**config.mk**
```make
export PLATFORM = sky130hd
export DESIGN_NAME = border_line_color_recorder
export DESIGN_NICKNAME = d
export VERILOG_FILES = /design/src/rtl/core/blcr_pkg.sv /design/src/rtl/core/blcr_csr.sv /design/src/rtl/core/blcr_engine.sv /design/src/rtl/core/border_line_color_recorder.sv
export SDC_FILE = /design/constraint.sdc
export NUM_CORES = 2
export LEC_CHECK = 0
export BUFFER_PORTS_ARGS = -buffer_cell sky130_fd_sc_hd__buf_2
export CORE_MARGIN = 4
export CORE_UTILIZATION = 56
export CTS_CLUSTER_DIAMETER = 120
export DETAILED_ROUTE_END_ITERATION = 12
export PLACE_DENSITY = 0.75
export SYNTH_ARGS = -nofsm -noshare
export SYNTH_HDL_FRONTEND = slang
export SYNTH_SLANG_ARGS = --single-unit
```
**constraint.sdc**
```tcl
create_clock -name clock -period 3.9 [get_ports clock]
set_input_delay 0.39 -clock clock [delete_from_list [all_inputs] [get_ports clock]]
set_output_delay 0.39 -clock clock [all_outputs]
set_load 0.01 [all_outputs]
```
**src/rtl/core/blcr_pkg.sv**
```systemverilog
// Types and constants of the border line color recorder.
package blcr_pkg;

   localparam int COLOR_W       = 8;
   localparam int TICK_W        = 17;
   localparam int LINE_W        = 8;
   localparam int FILL_POS_W    = 8;
   localparam int SPAN_W        = 16;
   localparam int CSR_ADDR_W    = 3;
   localparam int CSR_DATA_W    = 32;
   localparam logic [TICK_W-1:0] WINDOW_START_RESET = 17'd4096;

   typedef enum logic [1:0] {
      CMD_WRITE  = 2'd0,
      CMD_FINISH = 2'd1,
      CMD_START  = 2'd2,
      CMD_READ   = 2'd3
   } cmd_type;

   typedef enum logic [2:0] {
      ST_IDLE,
      ST_MUL,
      ST_DIV,
      ST_FILL,
      ST_READ
   } state_type;

   typedef struct packed {
      cmd_type             cmd;
      logic [COLOR_W-1:0]  color;
      logic [TICK_W-1:0]   ticks;
      logic [LINE_W-1:0]   line;
   } req_type;

   typedef struct packed {
      logic [COLOR_W-1:0]    line_color;
      logic [FILL_POS_W-1:0] fill_position;
   } rsp_type;

endpackage

```
**src/rtl/core/blcr_csr.sv**
```systemverilog
// APB register holding the window start tick.
module blcr_csr
   import blcr_pkg::*;
(
   input  logic                  clock,
   input  logic                  reset,
   input  logic                  psel,
   input  logic                  penable,
   input  logic                  pwrite,
   input  logic [CSR_ADDR_W-1:0] paddr,
   input  logic [CSR_DATA_W-1:0] pwdata,
   output logic [CSR_DATA_W-1:0] prdata,
   output logic                  pready,
   output logic [TICK_W-1:0]     window_start
);

   logic [TICK_W-1:0] window_ff;
   logic [TICK_W-1:0] window_in;
   logic              sel_window;

   assign sel_window = (paddr[CSR_ADDR_W-1] == 1'b0);
   assign pready     = 1'b1;

   always_comb begin
      window_in = window_ff;
      if (psel && penable && pwrite && pready && sel_window) begin
         window_in = pwdata[TICK_W-1:0];
      end
   end

   always_ff @(posedge clock) begin
      if (reset) begin
         window_ff <= WINDOW_START_RESET;
      end else begin
         window_ff <= window_in;
      end
   end

   assign prdata       = sel_window ? CSR_DATA_W'(window_ff) : '0;
   assign window_start = window_ff;

endmodule

```
**src/rtl/core/blcr_engine.sv**
```systemverilog
// Command sequencer and line color memory of the border line color recorder.
module blcr_engine
   import blcr_pkg::*;
#(
   parameter int NUM_LINES = 224
)(
   input  logic              clock,
   input  logic              reset,
   input  logic              start,
   input  req_type           req,
   input  logic [TICK_W-1:0] window_start,
   output logic              busy,
   output logic              rsp_valid,
   output rsp_type           rsp
);

   localparam int FPW = $clog2(NUM_LINES + 1);
   localparam int AW  = $clog2(NUM_LINES);
   localparam int PW  = SPAN_W + FPW;
   localparam int QW  = PW - SPAN_W + 1;
   localparam int CW  = (FPW > LINE_W) ? FPW : LINE_W;

   logic [COLOR_W-1:0] line_mem [NUM_LINES];

   state_type          state_ff, state_in;
   logic [FPW-1:0]     fp_ff, fp_in;
   logic [COLOR_W-1:0] cur_ff, cur_in;
   logic [COLOR_W-1:0] new_color_ff, new_color_in;
   logic               is_write_ff, is_write_in;
   logic [SPAN_W-1:0]  diff_ff, diff_in;
   logic [PW-1:0]      prod_ff, prod_in;
   logic [FPW-1:0]     target_ff, target_in;
   logic               rd_ok_ff, rd_ok_in;
   logic [COLOR_W-1:0] rd_data_ff;
   logic               rsp_valid_ff, rsp_valid_in;
   rsp_type            rsp_ff, rsp_in;

   logic               mem_we;
   logic [AW-1:0]      mem_waddr;
   logic [COLOR_W-1:0] mem_wdata;
   logic               mem_re;
   logic [AW-1:0]      mem_raddr;

   logic [TICK_W:0]    tick_diff;
   logic [PW:0]        div_sum;
   logic [QW-1:0]      quot;
   logic               accept;

   assign busy   = (state_ff != ST_IDLE);
   assign accept = start && (state_ff == ST_IDLE);

   assign tick_diff = {1'b0, req.ticks} - {1'b0, window_start};
   assign div_sum   = {1'b0, prod_ff} + (PW + 1)'(prod_ff >> SPAN_W) + (PW + 1)'(1);
   assign quot      = div_sum[PW:SPAN_W];

   always_comb begin
      state_in     = state_ff;
      fp_in        = fp_ff;
      cur_in       = cur_ff;
      new_color_in = new_color_ff;
      is_write_in  = is_write_ff;
      diff_in      = diff_ff;
      prod_in      = prod_ff;
      target_in    = target_ff;
      rd_ok_in     = rd_ok_ff;
      rsp_valid_in = 1'b0;
      rsp_in       = rsp_ff;
      mem_we       = 1'b0;
      mem_waddr    = fp_ff[AW-1:0];
      mem_wdata    = cur_ff;
      mem_re       = 1'b0;
      mem_raddr    = AW'(req.line);

      unique case (state_ff)
         ST_IDLE: begin
            if (accept) begin
               unique case (req.cmd)
                  CMD_WRITE: begin
                     new_color_in = req.color;
                     is_write_in  = 1'b1;
                     diff_in      = tick_diff[SPAN_W-1:0];
                     if (tick_diff[TICK_W:SPAN_W] == '0) begin
                        state_in = ST_MUL;
                     end else begin
                        cur_in       = req.color;
                        rsp_valid_in = 1'b1;
                        rsp_in       = '{line_color: '0, fill_position: FILL_POS_W'(fp_ff)};
                     end
                  end
                  CMD_FINISH: begin
                     is_write_in = 1'b0;
                     target_in   = FPW'(NUM_LINES);
                     state_in    = ST_FILL;
                  end
                  CMD_START: begin
                     fp_in        = '0;
                     rsp_valid_in = 1'b1;
                     rsp_in       = '{line_color: '0, fill_position: '0};
                  end
                  CMD_READ: begin
                     mem_re   = 1'b1;
                     rd_ok_in = (CW'(req.line) < CW'(fp_ff));
                     state_in = ST_READ;
                  end
               endcase
            end
         end
         ST_MUL: begin
            prod_in  = PW'(diff_ff) * PW'(NUM_LINES);
            state_in = ST_DIV;
         end
         ST_DIV: begin
            target_in = (quot > QW'(NUM_LINES)) ? FPW'(NUM_LINES) : quot[FPW-1:0];
            state_in  = ST_FILL;
         end
         ST_FILL: begin
            if (fp_ff < target_ff) begin
               mem_we = 1'b1;
               fp_in  = fp_ff + FPW'(1);
            end else begin
               if (is_write_ff) begin
                  if (fp_ff < FPW'(NUM_LINES)) begin
                     mem_we    = 1'b1;
                     mem_wdata = new_color_ff;
                     fp_in     = fp_ff + FPW'(1);
                  end
                  cur_in = new_color_ff;
               end
               rsp_valid_in = 1'b1;
               rsp_in       = '{line_color: '0, fill_position: FILL_POS_W'(fp_in)};
               state_in     = ST_IDLE;
            end
         end
         ST_READ: begin
            rsp_valid_in = 1'b1;
            rsp_in       = '{line_color: (rd_ok_ff ? rd_data_ff : '0),
                             fill_position: FILL_POS_W'(fp_ff)};
            state_in     = ST_IDLE;
         end
         default: begin
            state_in = ST_IDLE;
         end
      endcase
   end

   always_ff @(posedge clock) begin
      if (reset) begin
         state_ff     <= ST_IDLE;
         fp_ff        <= '0;
         cur_ff       <= '0;
         rsp_valid_ff <= 1'b0;
      end else begin
         state_ff     <= state_in;
         fp_ff        <= fp_in;
         cur_ff       <= cur_in;
         rsp_valid_ff <= rsp_valid_in;
      end
   end

   always_ff @(posedge clock) begin
      new_color_ff <= new_color_in;
      is_write_ff  <= is_write_in;
      diff_ff      <= diff_in;
      prod_ff      <= prod_in;
      target_ff    <= target_in;
      rd_ok_ff     <= rd_ok_in;
      rsp_ff       <= rsp_in;
   end

   always_ff @(posedge clock) begin
      if (mem_we) begin
         line_mem[mem_waddr] <= mem_wdata;
      end
      if (mem_re) begin
         rd_data_ff <= line_mem[mem_raddr];
      end
   end

   assign rsp_valid = rsp_valid_ff;
   assign rsp       = rsp_ff;

endmodule

```
**src/rtl/core/border_line_color_recorder.sv**
```systemverilog
// Top level of the border line color recorder.
//
// A request is taken at a rising clock edge with start high and busy low. Commands are
// border write, finish frame, start frame and read line. Each request gives exactly one
// response, shown on rsp_payload for one cycle with rsp_valid high; the receiver cannot
// stall it, and the block takes the next request while a response is still on the ports.
// A start frame and a border write outside the tick window answer in the next cycle and
// never go busy; a read answers after the busy read state. A border write inside the
// window maps its tick to a line in two steps (multiply, then divide by reciprocal), then
// writes one line per cycle through the single write port of the line memory, first the
// old color up to the mapped line, then its own color if room is left, and answers.
// Finish frame fills the rest with the current color. The fill pointer both counts the
// lines written this frame and marks which lines read back valid, so the line memory is
// never cleared. Reset clears the fill pointer and the current color and sets the window
// start to 4096; it takes effect at the next edge. The window start register sits at APB
// address 0 and is written by the user only while idle; the block does not enforce it.
module border_line_color_recorder
   import blcr_pkg::*;
#(
   parameter int ACTIVE_LINES = 192,
   parameter int BORDER_LINES = 16
)(
   input  logic                  clock,
   input  logic                  reset,
   input  logic                  start,
   output logic                  busy,
   input  req_type               req_payload,
   output logic                  rsp_valid,
   output rsp_type               rsp_payload,
   input  logic                  psel,
   input  logic                  penable,
   input  logic                  pwrite,
   input  logic [CSR_ADDR_W-1:0] paddr,
   input  logic [CSR_DATA_W-1:0] pwdata,
   output logic [CSR_DATA_W-1:0] prdata,
   output logic                  pready
);

   localparam int NUM_LINES = ACTIVE_LINES + 2 * BORDER_LINES;

   logic [TICK_W-1:0] window_start;

   blcr_csr u_csr (
      .clock        (clock),
      .reset        (reset),
      .psel         (psel),
      .penable      (penable),
      .pwrite       (pwrite),
      .paddr        (paddr),
      .pwdata       (pwdata),
      .prdata       (prdata),
      .pready       (pready),
      .window_start (window_start)
   );

   blcr_engine #(
      .NUM_LINES (NUM_LINES)
   ) u_engine (
      .clock        (clock),
      .reset        (reset),
      .start        (start),
      .req          (req_payload),
      .window_start (window_start),
      .busy         (busy),
      .rsp_valid    (rsp_valid),
      .rsp          (rsp_payload)
   );

endmodule

```
=== Word level (Yosys, flattened, before mapping) ===
Memories as Yosys holds them, arrays and structs flattened. A register that Yosys moved wholly into a read port is not among the register bits.
Cells that the tools add are included.

* Bitwise operators: 1
* Add/subtract/negate cells: 4
* Multiply operators: 1
* Muxes and demuxes: 47
* Reductions and logical operators: 20
* Order comparisons: 4
* Equality and inequality tests: 18

{| class="wikitable"
|+ Operators by type and width
! cell !! number
|-
| $mux W8 || 18
|-
| $mux W16 || 3
|-
| $pmux W16 S3 || 1
|-
| $pmux W8 S2 || 3
|-
| $pmux W16 S2 || 1
|-
| $add A24 B8 Y25 || 1
|-
| $add A25 B1 Y25 const B || 1
|-
| $mul A16 B3 Y19 const B || 1
|-
| $sub A17 B17 Y18 || 1
|-
| $mux W17 || 1
|-
| $lt A8 B8 Y1 || 2
|-
| $reduce_and A3 Y1 || 5
|-
| $mux W1 || 12
|-
| $pmux W3 S4 || 1
|-
| $ne A2 B2 Y1 const B || 5
|-
| $gt A9 B8 Y1 const B || 1
|-
| $mux W3 || 3
|-
| $ne A3 B3 Y1 const B || 3
|-
| $pmux W3 S3 || 1
|-
| $add A8 B1 Y8 const B || 1
|-
| $lt A8 B8 Y1 const B || 1
|-
| $eq A3 B2 Y1 const B || 2
|-
| $reduce_and A6 Y1 || 1
|-
| $reduce_bool A2 Y1 || 3
|-
| other kinds (15) || 23
|}

* Word-level logic and storage cells: 109
* Bits in registers: 106
* Input port bits: 76
* Output and inout bits: 51
* Memories: 1
* Bits in writable memories: 1792

{| class="wikitable"
|+ Memory list
! name !! words !! width !! rd ports !! clocked after Yosys merged registers in !! wr ports !! RTL line !! text
|-
| u_engine.line_mem || 224 || 8 || 1 || 1 || 1 || blcr_engine.sv:23 || <nowiki>logic [COLOR_W-1:0] line_mem [NUM_LINES];</nowiki>
|}

=== Longest topological paths before layout ===
* Depth in word-level cells: 7
* Gate-level depth with buffers: 13
* Mapped depth without buffers: 13

=== Hierarchy ===
A second synthesis with hierarchy kept.

* Cells, all modules: 3670
* Area, all modules: 76892.5 µm²

{| class="wikitable"
|+ Modules (own cells, without submodules)
! module !! cells each !! times used !! sequential area each (µm²) !! area an instance (µm²)
|-
| blcr_engine || 3560 || 1 || 56524.2 || 75866.5
|-
| blcr_csr || 110 || 1 || 340.3 || 1026.0
|}

=== Worst setup path before layout ===
OpenSTA, ideal clock, no wires.

* Kind: in2reg
* From: input req_payload[8] (netlist bit)
* To: register u_engine.rsp_ff, in the netlist u_engine.rsp[0] (enable)
* Setup time: 409 ps
* Arrival: 3669 ps
* Data required time: 3491 ps
* Stages: 12
* Path slack: -178 ps
* Buffers on the path: 0
* Cells stage by stage: inv_1 ha_1 fa_1 nor2b_1 o31a_1 o41ai_1 o41ai_1 a21oi_1 mux2i_1 nor3_1 nor3_1 nor3_1

* Cells in the longest elaborated chain, start to end: 4

{| class="wikitable"
|+ Ends and longest elaborated chain
! item !! RTL line !! text
|-
| start: declaration || border_line_color_recorder.sv:27 || <nowiki>input req_type req_payload,</nowiki>
|-
| $sub A17 B17 Y18 || blcr_engine.sv:52 || <nowiki>assign tick_diff = {1'b0, req.ticks} - {1'b0, window_start};</nowiki>
|-
| $logic_not A2 Y1 || blcr_engine.sv:82 || <nowiki>if (tick_diff[TICK_W:SPAN_W] == '0) begin</nowiki>
|-
| $ne A3 B3 Y1 (no line) || - ||
|-
| $reduce_and A5 Y1 (no line) || - ||
|-
| end signal: assignment || blcr_engine.sv:167 || <nowiki>rsp_ff <= rsp_in;</nowiki>
|-
| end: declaration || blcr_engine.sv:36 || <nowiki>rsp_type rsp_ff, rsp_in;</nowiki>
|}

No other way between the ends.
A chain may end at the register's enable or synchronous reset.

=== Final worst setup path ===
* From: register u_engine.fp_ff[2]
* To: memory u_engine.line_mem[5][1] (data pin)

* Cells in the longest elaborated chain, start to end: 5
* Elaborated cells on any way between the ends: 6
* Classes of those cells: order compare (2); mux (4)

{| class="wikitable"
|+ Ends and longest elaborated chain
! item !! RTL line !! text
|-
| start: declaration || blcr_engine.sv:26 || <nowiki>logic [FPW-1:0] fp_ff, fp_in;</nowiki>
|-
| start signal: assignment || blcr_engine.sv:154 || <nowiki>fp_ff <= fp_in;</nowiki>
|-
| $lt A8 B8 Y1 || blcr_engine.sv:122 || <nowiki>if (fp_ff < FPW'(NUM_LINES)) begin</nowiki>
|-
| $mux W8 || blcr_engine.sv:122 ||
|-
| $mux W8 || blcr_engine.sv:121 || <nowiki>if (is_write_ff) begin</nowiki>
|-
| $mux W8 * || blcr_engine.sv:117 || <nowiki>if (fp_ff < target_ff) begin</nowiki>
|-
| $mux W8 * || blcr_engine.sv:74 || <nowiki>unique case (state_ff)</nowiki>
|-
| net u_engine.mem_wdata[1] || blcr_engine.sv:40 || <nowiki>logic [COLOR_W-1:0] mem_wdata;</nowiki>
|-
| end: declaration || blcr_engine.sv:23 ||
|}

The timed path passes the listed nets; every way through them passes the cells marked *.

==> metrics.txt <==
Setup WS post-layout 192 ps; core footprint 135,000 um^2; RR Endpoint u_engine.line_mem[5][1]; max-capacitance violation count 0; Final Total Pwr 43,200 uW; root buffer cell clkbuf_16; critical path cell sequence ha_1, a21o_1, a31oi_1, o21bai_1, a21oi_1, buf_4, nor2_1, buf_4, mux2_8, buf_12; count leader, synth edfxtp_1; CP Capture Point u_engine.line_mem[5][1]; top-level port count 127; Worst Tran Pin Value 1040 ps; largest net degree at the start of global routing 128; fin crit share 0.951; worst r2r src u_engine.fp_ff[2]; H-tree Lvls 4; Worst EP arrival 4320 ps; Die Height 377 um; DRT iter0 DRCs 5,135; Max Fclk 270 MHz; Worst path max stage delay 780 ps; total global-route track usage 0.257; Worst EP required 4510 ps; crit-path most repeated cell buf_4; VDD IR max 0.455 mV; clk_lat worst skew 830 ps; Critical-path top delay cell mux2_8; Post-synth ARST share 0; vias in the first global route 38,900; Synth area leaders edfxtp_1 74%, mux4_2 18%, nor2_1 1.4%; Setup-failing EPs final 0; HP Class input pin to register; row count 135; port bufs 93; Post-Layout Cell Count 5,983; Syn Area/Cell 21.5 um^2; final weighted congestion in routability-driven placement 0.839; CP Max Fanout 127; drt wl/cell 30.0 um; Final Core Density 0.648; CP endpoint kind register; first-pass GRT wire length 266,000 um; crit path kind register to register; outcome finished with violations; hold path depth 3; dpl ws 28.4 ps; TritonCTS clock tree yes; Yosys top cell by area edfxtp_1; Slew Limit Fails 0; Post-Route WL 180,000 um; Cell variety after synth 65; final hold vios 0; Worst Skew 38.6 ps; Clock transition at path regs 60 ps; postcts setup bufs 0; FF+latch count, synth 1,906; Final Net Count 4,199; share of cells above drive strength 1 0.315; CP startpoint kind register; area grow syn2layout 15.2%; DIE AREA 142,000 um^2; vias 38,500; main flop type after synthesis edfxtp_1; failing checks design-rule violations; Pleak 0.0284 uW; RSZ-0062 raised after global routing false; post-layout min period 3710 ps; Placed Cells 5,612; clock buffer depth 3; DIE WIDTH 377 um; starting density of the core 0.563; EDFF count, synth 1,869; clock sinks 1,906; Seq/Total Area, Yosys 0.746; CTS Buf Count 183; vias per cell 6.44; synthesized area 76,200 um^2; Slew headroom 0.304; R2R depth 10; Critical Path Source u_engine.fp_ff[2]; Detailed Place HPWL 110,000 um; Yosys top cell area share 0.737; GRT Residual Overflow 0; DRT antenna net count 0; DRC viols 2; setup TNS 0 ps; Syn Inst Count 3,548; Yosys warning total 0; synth cell count leaders 1,869 x edfxtp_1, 592 x mux4_2, 288 x nor2_1, 107 x clkbuf_1, 91 x nand2_1; PD cells 493 nW/um^2; FF-to-FF setup slack 190 ps; fillcell total 8,470; initial antenna violation count 14; drt pass-1 iters 11
sequential cells by signal, indices dropped and copies added (netlist names):
signal,cells
u_csr.window_start,17
u_engine.cur_ff,8
u_engine.diff_ff,16
u_engine.fp_ff,8
u_engine.is_write_ff,1
u_engine.line_mem,1792
u_engine.new_color_ff,8
u_engine.prod_ff,19
u_engine.rd_data_ff,8
u_engine.rd_ok_ff,1
u_engine.rsp,16
u_engine.rsp_valid,1
u_engine.state_ff,3
u_engine.target_ff,8
per-layer routing:
metal / up-vias / track usage / share of wire
met5: - / 0 / 0.00034
met4: 10 / 0.0852 / 0.033
met3: 360 / 0.0574 / 0.098
met2: 2196 / 0.411 / 0.50
met1: 20200 / 0.359 / 0.37
li1: 15700 / - / -
layout make-up:
class | instances | area [um^2] | area share
flip-flops and latches | 1906 | 56900 | 0.648
multi-input cells | 1407 | 18400 | 0.210
clock buffers | 237 | 4890 | 0.0557
repair buffers | 489 | 4060 | 0.0462
well taps | 1781 | 2230 | 0.0254
clock inverters | 100 | 1060 | 0.0121
inverters | 57 | 214 | 0.00244
diodes | 6 | 15.0 | 0.000171
worst min path at each step:
stage,from,endpoint,slack [ps]
2_1_floorplan,u_csr.window_start[10],u_csr.window_start[10],440
3_3_place_gp,u_csr.window_start[4],u_csr.window_start[4],440
3_5_place_dp,u_csr.window_start[11],u_csr.window_start[11],450
4_1_cts,req_payload[13],u_engine.diff_ff[5],40
5_1_grt,req_payload[13],u_engine.diff_ff[5],70
6_report,req_payload[34],u_engine.state_ff[2],80
cell families (layout without fill, tap and decap cells):
family / count (synthesis) / count (layout) / share of synthesized area
compound gates: 179 / 179 / 0.0151
flops: 1906 / 1906 / 0.746
simple gates: 488 / 488 / 0.0271
xor+xnor: 27 / 27 / 0.00310
buf+inv: 249 / 883 / 0.0149
fa+ha+maj: 79 / 79 / 0.0146
other cells: 2 / 22 / 0.0000986
mux: 618 / 618 / 0.179
metrics by stage:
stage	cell area [um^2]	hold WS, ps
after floorplan	76200	436
final	87700	84.9
after detailed placement	81500	448
after global placement	81500	445
after global routing	87700	71.4
after CTS	87700	35.9
critical path, delay by kind of cell, from the launching register on:
kind            cells  cell delay (ps)
fa+ha+maj           1              300
buf+inv             3              760
mux                 1              780
compound gates      4              820
flops               1              510
simple gates        1               70
power breakdown:
group	total [uW]	leakage (uW)	switching [uW]	internal (uW)
logic	2750	0.00833	1640	1110
registers	22900	0.0172	79.1	22800
clock network	17600	0.00289	7500	10100
placed cells by master, fill, tap and decap left out, types with 41 or more instances in the layout:
cell type / count
nor2_1: 288
ha_1: 62
buf_12: 41
a21oi_1: 60
nand2_1: 91
clkbuf_1: 48
mux4_2: 592
clkbuf_16: 187
buf_4: 329
edfxtp_1: 1869
inv_1: 52
clkinv_1: 43
buf_2: 88
timing repair:
action                                  CTS  global route
endpoints found under the setup margin    0            16
hold buffers                             28             0
gates resized for setup                   0             2
endpoints found under the hold margin    36             0
Note: power is estimated with default switching activity, not from simulation.
